`config.mk`:
```
export PLATFORM = sky130hd
export DESIGN_NAME = rv32i_instruction_encoder
export DESIGN_NICKNAME = d
export VERILOG_FILES = /design/src/rtl/rvenc_pkg.sv /design/src/rtl/rvenc_front.sv /design/src/rtl/rvenc_queue.sv /design/src/rtl/rvenc_back.sv /design/src/rtl/rv32i_instruction_encoder.sv
export SDC_FILE = /design/constraint.sdc
export NUM_CORES = 1
export LEC_CHECK = 0
export BUFFER_PORTS_ARGS = -buffer_cell sky130_fd_sc_hd__buf_2
export CORE_UTILIZATION = 40
export CTS_BUF_LIST = sky130_fd_sc_hd__clkbuf_8
export DETAILED_ROUTE_END_ITERATION = 8
export MAX_ROUTING_LAYER = met4
export PLACE_DENSITY = 0.68
export SYNTH_ARGS = -nofsm -noshare
export SYNTH_HDL_FRONTEND = slang
export SYNTH_SLANG_ARGS = --single-unit
export TNS_END_PERCENT = 50
```
`constraint.sdc`:
```
create_clock -name clk -period 4.6 [get_ports clk]
set_input_delay 0.23 -clock clk [delete_from_list [all_inputs] [get_ports clk]]
set_output_delay 0.23 -clock clk [all_outputs]
set_load 0.005 [all_outputs]
```
`src/rtl/rvenc_pkg.sv`:
```
// Shared types and constants for the RV32I instruction encoder.
// No dependencies; imported by every module of the block.
`default_nettype none

package rvenc_pkg;

  // Queue between front and back
  localparam int QUEUE_DEPTH_DEF = 2;

  // Capacity register and word counter
  localparam int               CAP_W     = 17;
  localparam logic [CAP_W-1:0] CAP_RESET = 17'd1024;

  // Major opcodes
  localparam logic [6:0] OPC_LUI    = 7'h37;
  localparam logic [6:0] OPC_AUIPC  = 7'h17;
  localparam logic [6:0] OPC_JAL    = 7'h6F;
  localparam logic [6:0] OPC_JALR   = 7'h67;
  localparam logic [6:0] OPC_BRANCH = 7'h63;
  localparam logic [6:0] OPC_LOAD   = 7'h03;
  localparam logic [6:0] OPC_STORE  = 7'h23;
  localparam logic [6:0] OPC_IMM    = 7'h13;
  localparam logic [6:0] OPC_REG    = 7'h33;

  // One queued request: up to two words
  typedef struct packed {
    logic [31:0] word0;
    logic [31:0] word1;
    logic        two;
  } q_entry_t;

  // Queue status seen by front and back
  typedef struct packed {
    logic full;
    logic empty;
  } q_stat_t;

endpackage

`default_nettype wire

```
`src/rtl/rvenc_front.sv`:
```
// Front end: accepts requests and encodes them into one or two words.
// Depends on rvenc_pkg; feeds rvenc_queue.
`default_nettype none

module rvenc_front import rvenc_pkg::*; (
  input  logic               req_valid,
  output logic               req_stall,
  input  logic [5:0]         req_type,
  input  logic [4:0]         dest_reg,
  input  logic [4:0]         src1_reg,
  input  logic [4:0]         src2_reg,
  input  logic signed [31:0] immediate,
  input  q_stat_t            stat,
  output logic               push,
  output q_entry_t           push_entry
);

  // Request kinds: group boundaries and single kinds
  localparam logic [5:0] KIND_R_LAST   = 6'd9;
  localparam logic [5:0] KIND_I_FIRST  = 6'd10;
  localparam logic [5:0] KIND_I_LAST   = 6'd15;
  localparam logic [5:0] KIND_SLLI     = 6'd16;
  localparam logic [5:0] KIND_SRLI     = 6'd17;
  localparam logic [5:0] KIND_SRAI     = 6'd18;
  localparam logic [5:0] KIND_LD_FIRST = 6'd19;
  localparam logic [5:0] KIND_LD_LAST  = 6'd23;
  localparam logic [5:0] KIND_ST_FIRST = 6'd24;
  localparam logic [5:0] KIND_ST_LAST  = 6'd26;
  localparam logic [5:0] KIND_BR_FIRST = 6'd27;
  localparam logic [5:0] KIND_BR_LAST  = 6'd32;
  localparam logic [5:0] KIND_LUI      = 6'd33;
  localparam logic [5:0] KIND_AUIPC    = 6'd34;
  localparam logic [5:0] KIND_JAL      = 6'd35;
  localparam logic [5:0] KIND_JALR     = 6'd36;
  localparam logic [5:0] KIND_LI       = 6'd37;

  localparam logic [31:0] LI_ROUND = 32'h0000_0800;
  localparam logic [2:0]  F3_ADD   = 3'd0;
  localparam logic [2:0]  F3_SLL   = 3'd1;
  localparam logic [2:0]  F3_SR    = 3'd5;
  localparam logic [6:0]  F7_ALT   = 7'h20;

  // funct3 of the R-type ops: add sub and or xor sll srl sra slt sltu
  function automatic logic [2:0] r_f3(input logic [3:0] idx);
    logic [2:0] f;
    unique case (idx)
      4'd0, 4'd1: f = 3'd0;
      4'd2:       f = 3'd7;
      4'd3:       f = 3'd6;
      4'd4:       f = 3'd4;
      4'd5:       f = 3'd1;
      4'd6, 4'd7: f = 3'd5;
      4'd8:       f = 3'd2;
      4'd9:       f = 3'd3;
      default:    f = 3'd0;
    endcase
    return f;
  endfunction

  // sub and sra carry the alternate funct7
  function automatic logic [6:0] r_f7(input logic [3:0] idx);
    return (idx == 4'd1 || idx == 4'd7) ? F7_ALT : 7'h00;
  endfunction

  // addi andi ori xori slti sltiu
  function automatic logic [2:0] i_f3(input logic [2:0] idx);
    logic [2:0] f;
    unique case (idx)
      3'd0:    f = 3'd0;
      3'd1:    f = 3'd7;
      3'd2:    f = 3'd6;
      3'd3:    f = 3'd4;
      3'd4:    f = 3'd2;
      3'd5:    f = 3'd3;
      default: f = 3'd0;
    endcase
    return f;
  endfunction

  // lb lbu lh lhu lw
  function automatic logic [2:0] ld_f3(input logic [2:0] idx);
    logic [2:0] f;
    unique case (idx)
      3'd0:    f = 3'd0;
      3'd1:    f = 3'd4;
      3'd2:    f = 3'd1;
      3'd3:    f = 3'd5;
      3'd4:    f = 3'd2;
      default: f = 3'd0;
    endcase
    return f;
  endfunction

  // beq bne blt bge bltu bgeu
  function automatic logic [2:0] br_f3(input logic [2:0] idx);
    logic [2:0] f;
    unique case (idx)
      3'd0:    f = 3'd0;
      3'd1:    f = 3'd1;
      3'd2:    f = 3'd4;
      3'd3:    f = 3'd5;
      3'd4:    f = 3'd6;
      3'd5:    f = 3'd7;
      default: f = 3'd0;
    endcase
    return f;
  endfunction

  function automatic logic [31:0] enc_i(input logic [6:0] op, input logic [4:0] rd,
                                        input logic [2:0] f3, input logic [4:0] rs1,
                                        input logic [11:0] imm12);
    return {imm12, rs1, f3, rd, op};
  endfunction

  function automatic logic [31:0] enc_u(input logic [6:0] op, input logic [4:0] rd,
                                        input logic [19:0] upper);
    return {upper, rd, op};
  endfunction

  logic [31:0] imm;
  logic [31:0] li_sum;
  logic [5:0]  off_i;
  logic [5:0]  off_ld;
  logic [5:0]  off_st;
  logic [5:0]  off_br;
  logic        known;
  logic [31:0] word0;
  logic        two;

  assign imm    = $unsigned(immediate);
  assign li_sum = imm + LI_ROUND;
  assign off_i  = req_type - KIND_I_FIRST;
  assign off_ld = req_type - KIND_LD_FIRST;
  assign off_st = req_type - KIND_ST_FIRST;
  assign off_br = req_type - KIND_BR_FIRST;

  // Encode by kind group
  always_comb begin
    known = 1'b1;
    two   = 1'b0;
    word0 = '0;
    priority if (req_type <= KIND_R_LAST) begin
      word0 = {r_f7(req_type[3:0]), src2_reg, src1_reg, r_f3(req_type[3:0]),
               dest_reg, OPC_REG};
    end else if (req_type <= KIND_I_LAST) begin
      word0 = enc_i(OPC_IMM, dest_reg, i_f3(off_i[2:0]), src1_reg, imm[11:0]);
    end else if (req_type == KIND_SLLI) begin
      word0 = enc_i(OPC_IMM, dest_reg, F3_SLL, src1_reg, {7'b0, imm[4:0]});
    end else if (req_type == KIND_SRLI) begin
      word0 = enc_i(OPC_IMM, dest_reg, F3_SR, src1_reg, {7'b0, imm[4:0]});
    end else if (req_type == KIND_SRAI) begin
      word0 = enc_i(OPC_IMM, dest_reg, F3_SR, src1_reg, {2'b01, 5'b0, imm[4:0]});
    end else if (req_type <= KIND_LD_LAST) begin
      word0 = enc_i(OPC_LOAD, dest_reg, ld_f3(off_ld[2:0]), src1_reg, imm[11:0]);
    end else if (req_type <= KIND_ST_LAST) begin
      word0 = {imm[11:5], src2_reg, src1_reg, off_st[2:0], imm[4:0], OPC_STORE};
    end else if (req_type <= KIND_BR_LAST) begin
      word0 = {imm[12], imm[10:5], src2_reg, src1_reg, br_f3(off_br[2:0]),
               imm[4:1], imm[11], OPC_BRANCH};
    end else if (req_type == KIND_LUI) begin
      word0 = enc_u(OPC_LUI, dest_reg, imm[31:12]);
    end else if (req_type == KIND_AUIPC) begin
      word0 = enc_u(OPC_AUIPC, dest_reg, imm[31:12]);
    end else if (req_type == KIND_JAL) begin
      word0 = {imm[20], imm[10:1], imm[11], imm[19:12], dest_reg, OPC_JAL};
    end else if (req_type == KIND_JALR) begin
      word0 = enc_i(OPC_JALR, dest_reg, F3_ADD, src1_reg, imm[11:0]);
    end else if (req_type == KIND_LI) begin
      // fits in 12 bits: single addi; otherwise lui of the rounded upper part, plus an addi if imm[11:0] is nonzero
      if (li_sum[31:12] == 20'd0) begin
        word0 = enc_i(OPC_IMM, dest_reg, F3_ADD, 5'd0, imm[11:0]);
      end else begin
        word0 = enc_u(OPC_LUI, dest_reg, li_sum[31:12]);
        two   = |imm[11:0];
      end
    end else begin
      known = 1'b0;
    end
  end

  // Low part of li equals the low 12 bits of the immediate
  assign push_entry.word0 = word0;
  assign push_entry.word1 = enc_i(OPC_IMM, dest_reg, F3_ADD, dest_reg, imm[11:0]);
  assign push_entry.two   = two;

  // Accept while the queue has room; unknown kinds are dropped
  assign req_stall = stat.full;
  assign push      = req_valid && !stat.full && known;

endmodule

`default_nettype wire

```
`src/rtl/rvenc_queue.sv`:
```
// Short queue of encoded requests between front and back.
// Depends on rvenc_pkg for the entry and status types.
`default_nettype none

module rvenc_queue import rvenc_pkg::*; #(
  parameter int DEPTH = QUEUE_DEPTH_DEF
) (
  input  logic     clk,
  input  logic     rst,
  input  logic     push,
  input  q_entry_t push_entry,
  input  logic     pop,
  output q_entry_t head,
  output q_stat_t  stat
);

  localparam int PTR_W = (DEPTH > 1) ? $clog2(DEPTH) : 1;
  localparam int CNT_W = $clog2(DEPTH + 1);
  localparam logic [PTR_W-1:0] LAST_PTR = PTR_W'(DEPTH - 1);
  localparam logic [CNT_W-1:0] CNT_FULL = CNT_W'(DEPTH);

  q_entry_t         entries [DEPTH];
  logic [PTR_W-1:0] wr_ptr;
  logic [PTR_W-1:0] rd_ptr;
  logic [CNT_W-1:0] count;

  // Pointers and fill count
  always_ff @(posedge clk) begin
    if (rst) begin
      wr_ptr <= '0;
      rd_ptr <= '0;
      count  <= '0;
    end else begin
      if (push) begin
        wr_ptr <= (wr_ptr == LAST_PTR) ? '0 : wr_ptr + 1'b1;
      end
      if (pop) begin
        rd_ptr <= (rd_ptr == LAST_PTR) ? '0 : rd_ptr + 1'b1;
      end
      unique case ({push, pop})
        2'b10:   count <= count + 1'b1;
        2'b01:   count <= count - 1'b1;
        default: count <= count;
      endcase
    end
  end

  // Entry storage
  always_ff @(posedge clk) begin
    if (push) begin
      entries[wr_ptr] <= push_entry;
    end
  end

  assign head       = entries[rd_ptr];
  assign stat.full  = (count == CNT_FULL);
  assign stat.empty = (count == '0);

endmodule

`default_nettype wire

```
`src/rtl/rvenc_back.sv`:
```
// Back end: emits queued words, tracks the buffer position against capacity.
// Depends on rvenc_pkg; drains rvenc_queue into the output register.
`default_nettype none

module rvenc_back import rvenc_pkg::*; (
  input  logic             clk,
  input  logic             rst,
  input  logic             cfg_write,
  input  logic [CAP_W-1:0] cfg_data,
  input  q_entry_t         head,
  input  q_stat_t          stat,
  output logic             pop,
  output logic             res_valid,
  input  logic             res_stall,
  output logic [31:0]      instr_word,
  output logic             stored,
  output logic [CAP_W-1:0] word_position,
  output logic             last
);

  logic             phase;     // second word of a two-word entry pending
  logic [CAP_W-1:0] capacity;
  logic [CAP_W-1:0] position;
  logic             slot_free;
  logic             emit;
  logic             emit_last;
  logic             fits;

  assign slot_free = !res_valid || !res_stall;
  assign emit      = slot_free && !stat.empty;
  assign emit_last = phase || !head.two;
  assign pop       = emit && emit_last;
  assign fits      = (position < capacity);

  // Control: valid, phase, counter and capacity
  always_ff @(posedge clk) begin
    if (rst) begin
      res_valid <= 1'b0;
      phase     <= 1'b0;
      capacity  <= CAP_RESET;
      position  <= '0;
    end else begin
      if (slot_free) begin
        res_valid <= emit;
      end
      if (emit) begin
        phase <= !emit_last;
      end
      if (cfg_write) begin
        capacity <= cfg_data;
        position <= '0;
      end else if (emit && fits) begin
        position <= position + CAP_W'(1);
      end
    end
  end

  // Output word register
  always_ff @(posedge clk) begin
    if (emit) begin
      instr_word    <= phase ? head.word1 : head.word0;
      stored        <= fits;
      word_position <= position;
      last          <= emit_last;
    end
  end

endmodule

`default_nettype wire

```
`src/rtl/rv32i_instruction_encoder.sv`:
```
// RV32I instruction encoder with a word counter against a buffer capacity.
//
// Request channel (req_valid / req_stall): one request word per accepted
// cycle, taken while req_valid is high and req_stall is low. Unknown kinds
// are taken and produce nothing.
// Result channel (res_valid / res_stall): one encoded instruction per cycle,
// with stored, word_position and last. Held steady while res_stall is high.
// Config channel (cfg_valid / cfg_ready, ready always high): writes the
// capacity and restarts the position at zero; write only while idle.
// Path: a taken request is written into the front/back queue, and its word
// is then loaded into the output register.
// Throughput: one word per cycle while res_stall is low, so one request per
// cycle; a two-word li sends its lui, then its addi, through the single output register.
// The front keeps taking requests until the front/back queue is full, so a
// stall on the result side reaches req_stall after the queue fills.
// Reset: capacity 1024, position zero, queue and output empty.
`default_nettype none

module rv32i_instruction_encoder import rvenc_pkg::*; #(
  parameter int QUEUE_DEPTH = QUEUE_DEPTH_DEF
) (
  input  logic               clk,
  input  logic               rst,
  input  logic               cfg_valid,
  output logic               cfg_ready,
  input  logic [CAP_W-1:0]   cfg_data,
  input  logic               req_valid,
  output logic               req_stall,
  input  logic [5:0]         req_type,
  input  logic [4:0]         dest_reg,
  input  logic [4:0]         src1_reg,
  input  logic [4:0]         src2_reg,
  input  logic signed [31:0] immediate,
  output logic               res_valid,
  input  logic               res_stall,
  output logic [31:0]        instr_word,
  output logic               stored,
  output logic [CAP_W-1:0]   word_position,
  output logic               last
);

  q_stat_t  stat;
  q_entry_t push_entry;
  q_entry_t head;
  logic     push;
  logic     pop;

  // Capacity writes always taken
  assign cfg_ready = 1'b1;

  rvenc_front u_front (
    .req_valid  (req_valid),
    .req_stall  (req_stall),
    .req_type   (req_type),
    .dest_reg   (dest_reg),
    .src1_reg   (src1_reg),
    .src2_reg   (src2_reg),
    .immediate  (immediate),
    .stat       (stat),
    .push       (push),
    .push_entry (push_entry)
  );

  rvenc_queue #(
    .DEPTH (QUEUE_DEPTH)
  ) u_queue (
    .clk        (clk),
    .rst        (rst),
    .push       (push),
    .push_entry (push_entry),
    .pop        (pop),
    .head       (head),
    .stat       (stat)
  );

  rvenc_back u_back (
    .clk           (clk),
    .rst           (rst),
    .cfg_write     (cfg_valid && cfg_ready),
    .cfg_data      (cfg_data),
    .head          (head),
    .stat          (stat),
    .pop           (pop),
    .res_valid     (res_valid),
    .res_stall     (res_stall),
    .instr_word    (instr_word),
    .stored        (stored),
    .word_position (word_position),
    .last          (last)
  );

endmodule

`default_nettype wire

```
Word-level counts from Yosys, hierarchy flattened. Memory sizes are Yosys's and may differ from the RTL's. A register that Yosys moved wholly into a read port is not among the register bits. Index checks and enable logic that the tools add are counted.

Memory bits (read-only): 48. Memories kept: 2. Input port bits: 75. Memory bits (writable): 110. Bits in latches: 0. Register bits: 91. Logic and storage cells: 128. Output and inout bits: 54.

Shifts and indexed selects: 0. Add/sub/neg operators: 10. Multiplexer cells: 53. Reductions and logical operators: 19. Bitwise gates (word level): 0. Div/mod/pow operators: 0. Equality and inequality tests: 27. $lt $le $gt $ge: 6. Multipliers: 0.

Memory list: u_queue.entries (depth 2, width 55, read ports 1, clocked after Yosys merged registers in 1, wr ports 1, RTL line rvenc_queue.sv:22) `q_entry_t entries [DEPTH];`; (name not given) (depth 16, width 3, read ports 1, clocked after Yosys merged registers in 0, wr ports 0, RTL line rvenc_front.sv:46) `unique case (idx)`.

Operators with widths (count): $mux 32 (15); $mux 1 (33); $add 32x12->32 const B (1); $eq 6x6->1 const B (5); $pmux 3 s5 (2); $logic_not 20->1 (1); $eq 3x2->1 const B (6); $eq 6x5->1 const B (3); $add 17x1->17 const B (1); $lt 17x17->1 (1); $eq 3x3->1 const B (5); $le 6x4->1 const B (2); $le 6x5->1 const B (2); $pmux 3 s4 (1); $reduce_or 12->1 (1); $eq 3x1->1 const B (3); $sub 3x2->3 const B (3); $le 6x6->1 const B (1); $logic_not 1->1 (6); $mux 6 (1); $logic_and 1x1->1 (5); $eq 2x2->1 const B (2); $eq 4x1->1 const B (1); $eq 4x3->1 const B (1); other kinds (10) (13).

Longest topological paths before layout.
Depth after elaboration: 17. Gate-level depth with buffers: 11. Mapped depth without buffers: 10.

Hierarchy. A second synthesis with hierarchy kept.

Cell total of the unflattened synthesis: 931. Area total of the unflattened synthesis: 11123.2 µm².

By module, submodules not included: rvenc_queue (times used 1, area an instance 4888.4 µm², seq. area each 4003.8 µm², cells an instance 224); rvenc_back (times used 1, area an instance 3871.2 µm², seq. area each 2252.2 µm², cells an instance 318); rvenc_front (times used 1, area an instance 2352.3 µm², seq. area each 0.0 µm², cells an instance 387); rv32i_instruction_encoder (times used 1, area an instance 11.3 µm², seq. area each 0.0 µm², cells an instance 2).

Worst setup path before layout. No wires, ideal clock.

Path kind: flip-flop to flip-flop. From: register u_queue.count[0]. To: register u_back.position[3]. Data required time: 4.530 ns. Path buffers: 0. Clock period less this slack: 4.548 ns. Cell stages (with the launch flop): 6. Data arrival time: 4.478 ns. Library setup time: 0.070 ns. Slack: 0.052 ns. Cells stage by stage: dfxtp_1 nor2_1 a21oi_1 o211ai_1 or3_1 a21oi_1.

Word-level cells in the longest chain between the ends: 4.

RTL lines: start, declared (RTL line rvenc_queue.sv:25) `logic [CNT_W-1:0] count;`; start signal, assigned (RTL line rvenc_queue.sv:41) `2'b10: count <= count + 1'b1;`; start signal, assigned (RTL line rvenc_queue.sv:42) `2'b01: count <= count - 1'b1;`; start signal, assigned (RTL line rvenc_queue.sv:43) `default: count <= count;`; $logic_not 2->1 (RTL line rvenc_queue.sv:57) `assign stat.empty = (count == '0);`; $logic_not 1->1 (RTL line rvenc_back.sv:30) `assign emit = slot_free && !stat.empty;`; $logic_and 1x1->1 (RTL line rvenc_back.sv:30); via u_back.emit (RTL line rvenc_back.sv:25) `logic emit;`; $logic_and 1x1->1 (RTL line rvenc_back.sv:52) `end else if (emit && fits) begin`; end signal, assigned (RTL line rvenc_back.sv:53) `position <= position + CAP_W'(1);`; end, declared (RTL line rvenc_back.sv:23) `logic [CAP_W-1:0] position;`.

The timed path passes the listed nets, and every way through them passes these cells. A chain may end at the register's enable or synchronous reset.

Worst setup path in the final report.
From: register u_back.position[1]. To: register u_back.position[16].

Word-level cells in the longest chain between the ends: 2. Elaborated cells between the ends (all ways): 3. Those cells by class: 1 x add/sub; 1 x order compare; 1 x reduce/logical.

RTL lines: $lt 17x17->1 (RTL line rvenc_back.sv:33) `assign fits = (position < capacity);`; $logic_and 1x1->1 (RTL line rvenc_back.sv:52).

Several ways; a longest one is shown, not always the timed one.

==> metrics.yaml <==
outcome:
  status: "finished clean"
global_routing:
  use_met3_pct: 3.175
  grt_pass1_wl_um: 33760
  gr-total-overflow: 0
  grt_max_degree: 50
  met1_usage_pct: 24.18
  grt.busiest_layer: "met2"
  antenna_found_initial: 0
  track_usage_pct: 18.68
  grt_use_met2_pct: 30.44
  grt_pass1_vias: 6298
pwr:
  ir_drop_v: 0.0001822
  p_leak_nw: 3.947
  p_per_area_nw_per_um2: 423.7
clock_tree:
  cts_buffers: 17
  clkTransAtPathRegs_ps: 110
  htreeDepth: 4
  cts_buffer_depth: 2
  clk_latency_ps: 460
  cts_tree: "done"
  cts.sinks: 189
  root_buffer: "clkbuf_8"
  postCtsSetupBuffers: 0
critical_path:
  reg2regPathDepth: 9
  critPathKind: "reg -> reg"
  setup.worst_path.end_class: "flop"
  worstReg2RegStart: "u_back.position[1]$_SDFFE_PP0P_"
  critPathArrivalTime_ps: 3380
  r2r_end: "u_back.position[16]$_SDFFE_PP0P_"
  rrSetupSlack_ps: 1610
  startpoint_type: "flop"
  critPathRequiredTime_ps: 4990
  cp_max_fo: 15
placement:
  placedCellCount: 1158
  io_buffers: 127
  gp_congestion: 0.8935
  place_hpwl_um: 15130
sta:
  setup_viol: 0
  hold_viol_final: 0
  min_period_ps: 2988
  rsz0062_at_grt: "no"
  relSlewSlack_pct: 27.20
  fin_setup_tns_ps: 0
  skew_ps: 17.21
  tightest_slew_ps: 1083
  drv_slew: 0
  fin_crit_sh_pct: 64.95
  timing.fmax_mhz: 334.7
synthesis:
  synthFlopType: "edfxtp_1"
  synth_area_leaders: "edfxtp_1, dfxtp_1, mux4_2"
  synth_area_um2: 9393
  ys_async_sr_fraction_pct: 0
  ys_ff_latch: 189
  synth_edf_count: 148
  synth-seq-area-share_pct: 56.05
  netlist.area_leader.share_pct: 47.32
  syn-num-nets: 853
  synth_area_leader_cell: "edfxtp_1"
  ys_warn_count: 0
  synthCells: 757
  avgSynthCellArea_um2: 12.41
  ys_types: 82
layout:
  multi_input_comb_area_um2: 3720
  layout-drive-gt1-share_pct: 25.19
  syn_to_final_growth_pct: 15.12
  final_cell_mix: "edfxtp_1, buf_2, nor2_1"
  instances_no_fill: 1214
  final_common_cell: "edfxtp_1"
  layout.nets: 984
  seq_area_um2: 5266
  fillCellCount: 2086
  antennaDiodeCount: 0
floorplanning:
  core_um2: 22850
  io_pins: 129
  dieArea_um2: 24100
  rows: 55
  initial_core_util_pct: 41.11
  die_h_um: 155.2
  fp.dieW_um: 155.2
routing:
  drc: 0
  first_pass_iters: 7
  wl_per_cell_um: 17.63
  vias: 6612
  ant_nets: 0
  wirelength_um: 21410
  drt_iter0_drc: 555
  viasPerCell: 5.446
job:
  cap_viol_max_count: 0
hold_path:
  min_from: "cfg_data[15]"
  hp-class: "in -> reg"
  hold_path_depth: 3
  holdPathEnd: "u_back.capacity[15]$_SDFFE_PP0P_"
how the worst max path moves through the flow:
stage	startpoint	endpoint	slack, ps	cells after the start
5_1_grt	u_back.position[1]$_SDFFE_PP0P_	u_back.position[16]$_SDFFE_PP0P_	1380	9
3_5_place_dp	immediate[11]	u_queue.entries[0][41]$_DFFE_PP_	1290	9
2_1_floorplan	u_queue.count[0]$_SDFFE_PP0P_	u_back.position[3]$_SDFFE_PP0P_	50	5
3_3_place_gp	immediate[11]	u_queue.entries[0][46]$_DFFE_PP_	1330	11
4_1_cts	u_back.position[1]$_SDFFE_PP0P_	u_back.position[16]$_SDFFE_PP0P_	1610	9
6_report	u_back.position[1]$_SDFFE_PP0P_	u_back.position[16]$_SDFFE_PP0P_	1610	9
through the flow:
step	setup WS (ps)	power [mW]	hold slack (ps)	cell area, um^2	utilization, %
after floorplan	52.02	3.134	328.9	9393	-
after global placement	1328	3.571	438.1	10180	44.57
after detailed placement	1292	3.590	450.6	10180	44.57
after CTS	1613	4.654	6.022	10810	47.33
after global routing	1378	4.836	8.861	10810	47.33
final	1612	4.581	26.82	10810	47.33
metal layers:
metal  part of all wire, %  wire (um)
met4                   1.2        256
met1                    45       9615
met5                     0          0
met2                    49      10520
met3                   4.7       1012
critical path, stage by stage (launching register included):
cell       delay, ps
dfxtp_1          470
ha_1             280
a21o_1           150
a21o_1           170
a21o_1           170
a21oi_1          170
o211a_1          220
o2111ai_1        490
or4_1            660
a21oi_1          150
synthesized netlist by cell type, types with 8 or more instances:
cell	n
nand3_1	18
nand2_1	52
inv_1	29
clkbuf_1	20
nand4_1	10
ha_1	21
clkbuf_8	10
nor3_1	9
or3_1	11
xnor2_1	14
nor2_1	65
dfxtp_1	41
nor2b_1	8
a21o_1	11
a21oi_1	44
o31ai_1	10
or4_1	11
edfxtp_1	148
and3_1	8
nor4_1	11
mux2i_1	30
o21ai_0	23
mux4_2	22
power breakdown:
| group | leakage (nW) | switching (mW) | total (mW) | internal, mW |
|---|---|---|---|---|
| clock network | 0.203 | 0.643 | 1.05 | 0.406 |
| logic | 2.03 | 0.653 | 1.15 | 0.497 |
| registers | 1.72 | 0.0976 | 2.38 | 2.28 |
sequential cells by signal (all words and copies together) (netlist names), 2 cells and up, named ones only:
register              cells
u_back.capacity          17
u_queue.entries          98
u_back.instr_word        31
u_back.position          17
u_back.word_position     17
u_queue.count             2
what timing repair did:
| item | CTS | global route |
|---|---|---|
| hold buffers | 24 | 0 |
| endpoints found under the hold margin | 33 | 0 |
| endpoints found under the setup margin | 0 | 0 |
| gates resized for setup | 0 | 0 |
final cells by class:
cell class	count	area share, %
sequential	189	48.70
multi-input combinational	492	34.40
timing repair buffer	159	8.655
tap	313	3.622
clock buffer	17	2.164
clock inverter	15	1.446
inverter	29	1.007
kinds of logic (layout without fill, tap and decap cells):
group	count (synthesis)	in the layout	share of synthesized area, %
AND/OR/NAND/NOR	241	241	14.24
AO/OA/AOI/OAI	157	157	11.84
other	1	1	0.03992
XOR/XNOR	20	20	1.865
multiplexers	52	52	8.472
buffers and inverters	76	220	4.689
adder cells (fa/ha/maj)	21	21	2.797
flip-flops	189	189	56.05
Power figures use the tool's default switching activity.
